$ cat src/windowed_latency_average_monitor_unit_defines.svh
// Assertion helpers used by the datapath (wlam_dpath).
`ifndef WINDOWED_LATENCY_AVERAGE_MONITOR_UNIT_DEFINES_SVH
`define WINDOWED_LATENCY_AVERAGE_MONITOR_UNIT_DEFINES_SVH

// Same-cycle implication, checked out of reset.
`define WLAM_ASSERT_IMPL(label, ante, cons, msg) \
    label: assert property (@(posedge i_clk) disable iff (!i_rst_n) (ante) |-> (cons)) \
        else $error(msg);

// Next-cycle implication, checked out of reset.
`define WLAM_ASSERT_NEXT(label, ante, cons, msg) \
    label: assert property (@(posedge i_clk) disable iff (!i_rst_n) (ante) |=> (cons)) \
        else $error(msg);

`endif

$ cat src/wlam_pkg.sv
package wlam_pkg;

    localparam int WINDOW_DEPTH = 128;
    localparam int SAMPLE_BITS  = 16;
    localparam int CHANNELS     = 4;
    localparam int FIELD_W      = 16;
    localparam int CODE_W       = 3;

    localparam int SLOT_W   = $clog2(WINDOW_DEPTH);
    localparam int CNT_W    = $clog2(WINDOW_DEPTH + 1);
    localparam int SUM_W    = SAMPLE_BITS + SLOT_W;
    localparam int ITER_W   = $clog2(SUM_W);
    localparam int MEM_W    = CHANNELS * SAMPLE_BITS;
    localparam int IN_W     = CHANNELS * FIELD_W;
    localparam int OUT_RAW  = CHANNELS * FIELD_W + CODE_W;
    localparam int OUT_W    = ((OUT_RAW + 7) / 8) * 8;
    localparam int REG_IDX_W = 2;

    localparam int CH_CAPTURE  = 0;
    localparam int CH_DETECT   = 1;
    localparam int CH_TRACKING = 2;
    localparam int CH_OUTPUT   = 3;

    typedef enum logic [REG_IDX_W-1:0] {
        REG_DETECT_THR   = 2'd0,
        REG_CAPTURE_THR  = 2'd1,
        REG_TRACKING_THR = 2'd2,
        REG_OUTPUT_THR   = 2'd3
    } t_reg_idx;

    localparam logic [FIELD_W-1:0] RST_DETECT_THR   = 16'd2560;
    localparam logic [FIELD_W-1:0] RST_CAPTURE_THR  = 16'd512;
    localparam logic [FIELD_W-1:0] RST_TRACKING_THR = 16'd512;
    localparam logic [FIELD_W-1:0] RST_OUTPUT_THR   = 16'd256;

    typedef enum logic [CODE_W-1:0] {
        CODE_NONE     = 3'd0,
        CODE_DETECT   = 3'd1,
        CODE_CAPTURE  = 3'd2,
        CODE_TRACKING = 3'd3,
        CODE_OUTPUT   = 3'd4
    } t_code;

    typedef enum logic [2:0] {
        S_IDLE,
        S_UPDATE,
        S_INIT,
        S_DIV,
        S_DONE
    } t_state;

    typedef struct packed {
        logic load_in;
        logic update;
        logic div_init;
        logic div_step;
        logic out_load;
    } t_cmd;

    typedef struct packed {
        logic div_last;
        logic out_busy;
    } t_stat;

endpackage

$ cat src/wlam_ctrl.sv
module wlam_ctrl (
    input  logic           i_clk,
    input  logic           i_rst_n,
    input  logic           i_s_tvalid,
    output logic           o_s_tready,
    input  wlam_pkg::t_stat i_stat,
    output wlam_pkg::t_cmd  o_cmd
);
    import wlam_pkg::*;

    t_state r_state;
    t_state n_state;

    always_ff @(posedge i_clk) begin
        if (!i_rst_n) begin
            r_state <= S_IDLE;
        end else begin
            r_state <= n_state;
        end
    end

    always_comb begin
        n_state = r_state;
        unique case (r_state)
            S_IDLE:   if (i_s_tvalid) n_state = S_UPDATE;
            S_UPDATE: n_state = S_INIT;
            S_INIT:   n_state = S_DIV;
            S_DIV:    if (i_stat.div_last) n_state = S_DONE;
            S_DONE:   if (!i_stat.out_busy) n_state = S_IDLE;
            default:  n_state = S_IDLE;
        endcase
    end

    always_comb begin
        o_cmd      = '0;
        o_s_tready = 1'b0;
        unique case (r_state)
            S_IDLE: begin
                o_s_tready    = 1'b1;
                o_cmd.load_in = i_s_tvalid;
            end
            S_UPDATE: o_cmd.update   = 1'b1;
            S_INIT:   o_cmd.div_init = 1'b1;
            S_DIV:    o_cmd.div_step = 1'b1;
            S_DONE:   o_cmd.out_load = !i_stat.out_busy;
            default: begin
                o_cmd      = '0;
                o_s_tready = 1'b0;
            end
        endcase
    end

endmodule

$ cat config.mk
export PLATFORM = sky130hd
export DESIGN_NAME = wlam_ctrl
export DESIGN_NICKNAME = d
export VERILOG_FILES = /design/src/windowed_latency_average_monitor_unit_defines.svh /design/src/wlam_pkg.sv /design/src/wlam_ctrl.sv
export SDC_FILE = /design/constraint.sdc
export NUM_CORES = 1
export LEC_CHECK = 0
export BUFFER_PORTS_ARGS = -buffer_cell sky130_fd_sc_hd__buf_2
export CORE_AREA = 2 2 39 41
export CTS_CLUSTER_SIZE = 30
export DETAILED_ROUTE_END_ITERATION = 10
export DIE_AREA = 0 0 41 43
export PLACE_DENSITY = 0.46
export SLEW_MARGIN = 20
export SYNTH_ARGS = -nofsm -noshare
export SYNTH_HDL_FRONTEND = slang
export SYNTH_SLANG_ARGS = --single-unit
$ cat constraint.sdc
create_clock -name i_clk -period 1.3 [get_ports i_clk]
set_clock_uncertainty 0.05 [all_clocks]
set_input_delay 0.13 -clock i_clk [delete_from_list [all_inputs] [get_ports i_clk]]
set_output_delay 0.13 -clock i_clk [all_outputs]
set_load 0.02 [all_outputs]
---- Yosys cells after proc, flatten, opt, wreduce, memory -nomap -nowiden ----
Cells that the tools add are included.
storage, ports and cells
  flip-flop bits (word level) ............. 3
  bits in latches ......................... 0
  bits in writable memories ............... 0
  bits in read-only memories .............. 0
  output and inout port bits .............. 6
  word-level logic and storage cells ...... 21
  memories ................................ 0
operators by class
  add/subtract/negate cells ............... 0
  multipliers ............................. 0
  divide/modulo/power cells ............... 0
  magnitude comparators ................... 0
  equality and inequality tests ........... 7
  shift-type cells ........................ 0
  mux-type cells .......................... 10
  bitwise logic cells ..................... 0
  reduce and logical (&&, ||, !) cells .... 3
operators with widths
  operator                                                               count
  3-bit one-hot mux with 5 select lines                                  1
  3-bit 2-to-1 mux                                                       3
  3-bit by 2-bit equality test with 1-bit output, second input constant  2
  1-bit 2-to-1 mux                                                       6
  2-bit inequality test, second input constant                           3
  3-bit by 1-bit equality test with 1-bit output, second input constant  1
  3-bit equality test, second input constant                             1
  3-bit zero test                                                        1
  3-bit AND reduction                                                    1
  1-bit zero test                                                        1

---- Depth between registers and ports, before layout ----
Gate-level depths: netlist of run 1.
  depth in word-level cells ............... 3
  gate-level depth with buffers ........... 4
  depth with buffers taken out ............ 2

---- Least setup slack after synthesis of run 1 ----
OpenSTA, ideal clock, no wires.
  path type ............................... register to output
  from .................................... register r_state[0]
  to ...................................... output o_cmd[4] (netlist bit)
  arrival time ............................ 1.265 ns
  required time ........................... 1.120 ns
  path slack .............................. -0.145 ns
  stages on the path, launching flop included .. 4
  path buffers ............................ 1
  cells stage by stage .................... dfxtp_1 buf_6 nor3_1 and2_1
RTL lines
  what                      line             text
  start: declaration        wlam_ctrl.sv:11  t_state r_state;
  start signal: assignment  wlam_ctrl.sv:18  r_state <= n_state;
  end: declaration          wlam_ctrl.sv:7   output wlam_pkg::t_cmd o_cmd

==> results.yml, run 1 <==
routing:
  initialDrtViolationCount: 0
  post-route-drc-count: 0
  route.top_layer_used: "met4"
  postRouteAntennaNets: 0
  met1_length_um: 215
  post_drt_via_cell_ratio: 3.79
  wl_met3_um: 25
  first_pass_iters: 1
  postRouteWirelength_um: 466
  wl_per_cell_um: 8.79
  wl_met2_um: 213
  via_count: 201
clock_network:
  post_cts.repair.setup_buffers: 0
  clockRootBuffer: "clkbuf_4"
  numCtsBuffers: 3
  worstSkewPairLatency_ps: 230
  cts.sink_count: 3
  cts_tree: "yes"
  clk_pin_slew_ps: 40
  cts_htree_levels: 1
  clockBufferDepth: 2
  ctsHoldBuffers: 0
floorplan:
  rows: 14
  die-area_sq_mm: 0.00176
  pin_count: 11
  coreArea_sq_mm: 0.00138
  initial_utilization_pct: 13.7
  fp.dieW_um: 41
  fp.dieH_um: 43
timing:
  layout_setup_ws_ps: -37.2
  rsz0062_at_grt: "yes"
  max_slew_margin_pct: 89.3
  period_share_pct: 103
  drv_slew: 0
  fmax_mhz: 748
  hold_viol: 0
  fin_crit_ps: 1340
  tightest_slew_ps: 161
  setup_violations: 2
hold_path:
  worstHoldEndpoint: "r_state[0]"
  hp-class: "primary input to flop"
  worstHoldPathCells: 3
  min_from: "i_s_tvalid"
finish:
  regArea_sq_um: 61.3
  largest_reg_flops: 3
  fin_area_sq_um: 339
  mostFrequentLayoutCells: "7 x buf_2, 3 x clkbuf_4, 3 x buf_6, 3 x buf_4"
  layout.nets: 43
  layout.cells.most_common: "buf_2"
  reg_top3: "r_state (3)"
  largest_register: "r_state"
  antennaDiodeCount: 0
  area_growth_pct: 78.3
  drive_gt1_share_pct: 67.6
  nFillCells: 161
  multi_input_area_sq_um: 140
grt:
  grt_max_degree: 9
  antenna_found_initial: 0
  grt_first_pass_wirelength_um: 717
  grt_pass1_vias: 190
  grt_usage_pct: 6.80
  overflow: 0
yosys:
  syn-cell-area_sq_um: 190
  synth_cells: 22
  postSynthAreaPerCell_sq_um: 8.64
  ys_ff_latch: 3
  ys_warn_count: 0
  synth_nets: 27
  synth_top_area_cell: "dfxtp_1"
  yosysTopAreaCellShare_pct: 31.6
  ys_types: 15
  seq_area_frac_synth_pct: 31.6
  synth_area_leaders: "dfxtp_1 32%, nor3b_1 12%, nand2b_1 6.6%, o22ai_2 6.6%, buf_6 5.9%"
setup_path:
  r2r_setup_slack_ps: 340
  critPathCaptureType: "output port"
  required_ps: 1120
  criticalPathCategory: "flop to output port"
  ff2ff_path_depth: 3
  worst_setup_path_start_kind: "flop"
  crit_fanout: 2
  cp.arrival_ps: 1160
  r2r_start: "r_state[2]"
  timing.rr.end: "r_state[1]"
outcome:
  violations: "negative setup slack"
  outcome: "finished with violations"
placement:
  port_buffers: 10
  gp_congestion: 0.689
  placed_area_sq_um: 269
  place_hpwl_um: 353
flow_run:
  max_cap_violations: 0
power_and_ir_drop:
  cellLeakagePower_nw: 0.155
  ir_worst_vdd_mv: 0.430
  p_per_area_mw_per_mm2: 1110
  total_power_mw: 0.377
==> synth_stat cells <==
library cell  n
nand2_1       2
nand2b_1      2
a21bo_2       1
nor2_1        2
and2_1        1
dfxtp_1       3
a21oi_1       1
buf_6         1
nor3b_1       3
o22ai_2       1
nor2_2        1
buf_4         1
or3b_4        1
nand3_1       1
nor3_1        1
==> logic make-up (layout without fill, tap and decap cells) <==
logic type / Yosys count / after routing / synth area share [%]
and+or+nand+nor: 14 / 14 / 44.1
DFF: 3 / 3 / 31.6
buffers and inverters: 2 / 17 / 9.87
AOI/OAI and AO/OA: 3 / 3 / 14.5
==> worst max path at each step <==
stage / start / endpoint
3_5_place_dp: r_state[1] / o_cmd[0]
6_report: r_state[0] / o_cmd[0]
3_3_place_gp: r_state[2] / o_cmd[0]
5_1_grt: r_state[0] / o_cmd[0]
2_1_floorplan: r_state[0] / o_cmd[4]
4_1_cts: r_state[1] / o_cmd[0]
==> layer usage <==
layer	global-route usage, %	up-vias
met5	0	-
met4	10.0	0
met3	1.57	2
met2	7.50	6
met1	8.25	88
li1	-	105
==> layout make-up <==
| type | count | share of cell area [%] |
|---|---|---|
| clock buffer | 4 | 7.75 |
| timing repair buffer | 13 | 26.9 |
| multi-input combinational | 17 | 41.3 |
| tap | 16 | 5.90 |
| sequential | 3 | 18.1 |
==> worst max-delay path, stage by stage (launching register included) <==
cell and delay (ps):
dfxtp_1 310, or3b_4 420, nor2_4 90, buf_6 110
==> per-stage QoR <==
stage	hold WS [ps]	TNS, ps	instances	worst slack (ps)	util, %
finish	129	-39.2	53	-37.2	24.5
floorplan	233	0	22	69.4	-
global placement	374	0	49	196	19.4
global route	148	-118	53	-66.6	24.5
CTS	124	-64.0	53	-45.9	22.0
detailed placement	371	0	49	189	19.4
==> report_power, final <==
group          leakage, nW  total [mW]  internal, mW  switching, mW
Clock               0.0150       0.161         0.115         0.0465
Sequential          0.0252       0.103        0.0993        0.00413
Combinational        0.115       0.112        0.0560         0.0561
==> what timing repair did <==
item,CTS,global route
pin swaps,2,3
endpoints found under the setup margin,2,4
cloned,0,0
gates resized for setup,3,9
(Power assumes the default switching activity.)
==> run 2: changes to the inputs <==
--- a/config.mk
+++ b/config.mk
@@ -10,7 +10,7 @@
 export CTS_CLUSTER_SIZE = 30
 export DETAILED_ROUTE_END_ITERATION = 10
 export DIE_AREA = 0 0 41 43
-export PLACE_DENSITY = 0.46
+export PLACE_DENSITY = 0.47
 export SLEW_MARGIN = 20
 export SYNTH_ARGS = -nofsm -noshare
 export SYNTH_HDL_FRONTEND = slang
==> constraint.sdc (replaced) <==
create_clock -name i_clk -period 1.2 [get_ports i_clk]
set_clock_uncertainty 0.05 [all_clocks]
set_input_delay 0.12 -clock i_clk [delete_from_list [all_inputs] [get_ports i_clk]]
set_output_delay 0.12 -clock i_clk [all_outputs]
set_load 0.02 [all_outputs]
==> results.yml, run 2 (synthesis results as in run 1) <==
outcome:
  outcome: "finished with violations"
  violations: "negative setup slack"
power_and_ir_drop:
  seq_power_share_pct: 26.8
  ir_worst_vdd_mv: 0.514
  cellLeakagePower_nw: 0.160
  p_comb_share_pct: 30.8
  power_frac_clock_pct: 42.4
  p_per_area_mw_per_mm2: 1180
  p_sw_share_pct: 28.3
  switching_power_mw: 0.118
  p_int_mw: 0.298
clock_network:
  worstSkewPairLatency_ps: 230
  numCtsBuffers: 3
  clk_pin_slew_ps: 40
  cts_htree_levels: 1
  clockBufferDepth: 2
  cts.sink_count: 3
  cts_tree: "yes"
  clockRootBuffer: "clkbuf_4"
  ctsHoldBuffers: 0
flow_run:
  max_cap_violations: 0
placement:
  placed_area_sq_um: 275
  gp_congestion: 0.673
  place_hpwl_um: 328
  port_buffers: 10
grt:
  grt_first_pass_wirelength_um: 807
  antenna_found_initial: 0
  grt_max_degree: 9
  grt_usage_pct: 7.13
  grt_pass1_vias: 213
  overflow: 0
timing:
  fmax_mhz: 756
  hold_viol: 0
  rsz0062_at_grt: "yes"
  setup_violations: 3
  tightest_slew_ps: 137
  max_slew_margin_pct: 90.9
  fin_crit_ps: 1320
  period_share_pct: 110
  drv_slew: 0
  layout_setup_ws_ps: -123
routing:
  via_count: 204
  postRouteAntennaNets: 0
  postRouteWirelength_um: 467
  post-route-drc-count: 0
  wl_per_cell_um: 8.65
  initialDrtViolationCount: 3
  first_pass_iters: 3
  post_drt_via_cell_ratio: 3.78
finish:
  layout.nets: 44
  mostFrequentLayoutCells: "6 x buf_4, 5 x buf_2, 3 x clkbuf_4, 3 x buf_6"
  largest_reg_flops: 3
  fin_area_sq_um: 352
  reg_top3: "r_state (3)"
  antennaDiodeCount: 0
  drive_gt1_share_pct: 68.4
  final_util_pct: 25.4
  area_growth_pct: 84.9
  layout.cells.most_common: "buf_4"
  largest_register: "r_state"
  nFillCells: 151
setup_path:
  worst_setup_path_start_kind: "flop"
  criticalPathCategory: "flop to output port"
  required_ps: 1030
  cp.arrival_ps: 1150
  r2r_setup_slack_ps: 150
  crit_fanout: 2
  critPathCaptureType: "output port"
floorplan:
  die-area_sq_mm: 0.00176
  pin_count: 11
  initial_utilization_pct: 13.7
  coreArea_sq_mm: 0.00138
  fp.dieH_um: 43
  fp.dieW_um: 41
  rows: 14
hold_path:
  hp-class: "primary input to flop"
-- run 2: cell types whose count changed in the layout (fill, tap and decap cells not counted) --
cell   before  now
buf_4       3    6
buf_2       7    5
-- run 2: final timing paths --
check / start / depth (start not counted) / end
setup / recovery: r_state[0] / 3 / o_cmd[0]
hold / removal: i_rst_n / 3 / r_state[2]
setup reg to reg: r_state[0] / 3 / r_state[2]
hold reg to reg: r_state[1] / 3 / r_state[1]
-- run 2: metrics by stage --
step | worst slack [ps] | power, mW | setup TNS [ps] | hold slack (ps) | cells
final | -123 | 0.415 | -224 | 120 | 54
after global routing | -169 | 0.452 | -575 | 137 | 54
after CTS | -129 | 0.420 | -296 | 117 | 54
after detailed placement | 91.2 | 0.219 | 0 | 363 | 49
after global placement | 103 | 0.218 | 0 | 361 | 49
after floorplan | 15.0 | 0.187 | 0 | 223 | 22
-- run 2: repair_timing --
item / CTS / global route
pin swaps: 2 / 1
setup endpoints to repair: 5 / 6
gates resized for setup: 9 / 4
setup buffers: 1 / 0
-- run 2: power by group through the flow --
stage               clock network (mW)  logic [mW]  registers [mW]
finish                           0.176       0.128           0.111
global route                     0.200       0.140           0.112
CTS                              0.187       0.122           0.111
detailed placement                   0       0.106           0.112
global placement                     0       0.106           0.112
floorplan                            0      0.0703           0.117
-- run 2: critical path, stage by stage (launching register included) --
cell and delay (ps):
dfxtp_1 300, or3b_4 410, nor2_4 100, buf_6 120
-- run 2: metal layers --
layer	track usage, %	wire [um]
met1	9.00	225
met2	8.75	190
met3	4.71	52
met4	4.00	0
met5	0	0
-- run 2: final cells by class --
class | count | area [sq um] | area share [%]
Clock buffer | 4 | 26.3 | 7.47
Multi-Input combinational cell | 17 | 140 | 39.9
Sequential cell | 3 | 61.3 | 17.4
Tap cell | 16 | 20.0 | 5.69
Timing Repair Buffer | 14 | 104 | 29.5
==> run 3: changes to the inputs <==
--- a/config.mk
+++ b/config.mk
@@ -10,7 +10,7 @@
 export CTS_CLUSTER_SIZE = 30
 export DETAILED_ROUTE_END_ITERATION = 10
 export DIE_AREA = 0 0 41 43
-export PLACE_DENSITY = 0.47
+export PLACE_DENSITY = 0.46
 export SLEW_MARGIN = 20
 export SYNTH_ARGS = -nofsm -noshare
 export SYNTH_HDL_FRONTEND = slang
==> constraint.sdc (replaced) <==
create_clock -name i_clk -period 1.6 [get_ports i_clk]
set_clock_uncertainty 0.05 [all_clocks]
set_input_delay 0.16 -clock i_clk [delete_from_list [all_inputs] [get_ports i_clk]]
set_output_delay 0.16 -clock i_clk [all_outputs]
set_load 0.1 [all_outputs]
==> results.yml, run 3 (synthesis results as in run 1) <==
outcome:
  outcome: "finished clean"
setup_path:
  cpMaxStageDelayCell: "or3b_4"
  cp.arrival_ps: 1320
  required_ps: 1390
  ff2ff_path_depth: 2
  r2r_start: "r_state[1]"
  worst_setup_path_start_kind: "flop"
  critPathCaptureType: "output port"
  worst-path-buf-inv: 1
  crit_fanout: 8
  crit_chain: "or3b_4 -> nor2_4 -> buf_12"
  slowest_delay_ps: 430
  criticalPathCategory: "flop to output port"
  r2r_setup_slack_ps: 590
  timing.rr.end: "r_state[2]"
  crit_start: "r_state[1]"
  crit_family: "simple AND/OR/NAND/NOR gates"
floorplan:
  die-area_sq_mm: 0.00176
  rows: 14
  fp.dieH_um: 43
  coreArea_sq_mm: 0.00138
  initial_utilization_pct: 13.7
  fp.dieW_um: 41
  pin_count: 11
power_and_ir_drop:
  p_per_area_mw_per_mm2: 1050
  ir_worst_vdd_mv: 0.334
  cellLeakagePower_nw: 0.157
  total_power_mw: 0.406
clock_network:
  ctsHoldBuffers: 0
  numCtsBuffers: 3
  cts.sink_count: 3
  cts_tree: "yes"
  clockRootBuffer: "clkbuf_4"
  clk_pin_slew_ps: 40
  clockBufferDepth: 2
  worstSkewPairLatency_ps: 230
  cts_htree_levels: 1
hold_path:
  hp-class: "primary input to flop"
  min_from: "i_s_tvalid"
  worstHoldPathCells: 3
  worstHoldEndpoint: "r_state[0]"
finish:
  largest_register: "r_state"
  layout.nets: 41
  mostFrequentLayoutCells: "5 x buf_2, 5 x buf_12, 3 x clkbuf_4"
  area_growth_pct: 104
  drive_gt1_share_pct: 68.6
  stdcell_count: 51
  final_util_pct: 28.0
  largest_reg_flops: 3
  reg_top3: "r_state (3)"
  antennaDiodeCount: 0
timing:
  layout_setup_ws_ps: 72.7
  setup_violations: 0
  period_share_pct: 95.5
  hold_viol: 0
  fin_crit_ps: 1530
  tightest_slew_ps: 484
  rsz0062_at_grt: "no"
  drv_slew: 0
  timing.hold.ws_ps: 147
  max_slew_margin_pct: 68.0
  fmax_mhz: 655
grt:
  grt_pass1_vias: 194
  overflow: 0
  antenna_found_initial: 0
  grt_usage_pct: 6.12
  grt_first_pass_wirelength_um: 696
  grt_max_degree: 10
placement:
  dp_slack_ps: 249
  gp_congestion: 0.636
  placedCellCount: 47
  port_buffers: 10
routing:
  initialDrtViolationCount: 3
  via_count: 189
  postRouteAntennaNets: 0
  first_pass_iters: 4
  post_drt_via_cell_ratio: 3.71
  wl_per_cell_um: 8.57
  postRouteWirelength_um: 437
  post-route-drc-count: 0
flow_run:
  max_cap_violations: 0
-- run 3: cell types whose count changed in the layout (fill, tap and decap cells not counted), sizes merged --
cell  delta
buf      -3
-- run 3: how the worst max path moves through the flow --
stage               end  cells after the start
2_1_floorplan  o_cmd[4]                      2
3_3_place_gp   o_cmd[0]                      3
3_5_place_dp   o_cmd[0]                      3
4_1_cts        o_cmd[0]                      3
5_1_grt        o_cmd[0]                      3
6_report       o_cmd[0]                      3
-- run 3: cell type report --
type | instances | area, sq um
tap | 16 | 20.0
multi-input combinational | 17 | 146
fill | 150 | 996
timing repair buffer | 11 | 133
clock buffer | 4 | 26.3
sequential | 3 | 62.6
-- run 3: per-stage QoR --
step           area (sq um)  TNS (ps)
2_1_floorplan           225      -561
3_3_place_gp            359         0
3_5_place_dp            359         0
4_1_cts                 387         0
5_1_grt                 388         0
6_report                388         0
-- run 3: power by group --
group | internal (mW) | switching (mW) | total [mW]
Sequential | 0.0818 | 0.0136 | 0.0954
Clock | 0.0934 | 0.0383 | 0.132
Combinational | 0.0619 | 0.117 | 0.179
-- run 3: tightest hold or removal path, stage by stage --
cell and delay [ps]:
buf_2 100, nand2b_1 60, a21oi_1 60
-- run 3: metal layers --
layer | vias up | share of wire, % | GRT usage [%]
li1 | 99 | - | -
met1 | 77 | 43 | 6.43
met2 | 13 | 42 | 7.81
met3 | 0 | 14 | 3.66
met4 | 0 | 0 | 6.00
met5 | - | 0 | 0
-- run 3: repair_timing --
item,4_1_cts,5_1_grt
gates resized for setup,1,1
endpoints found under the hold margin,0,0
setup endpoints to repair,1,1
setup buffers,0,0
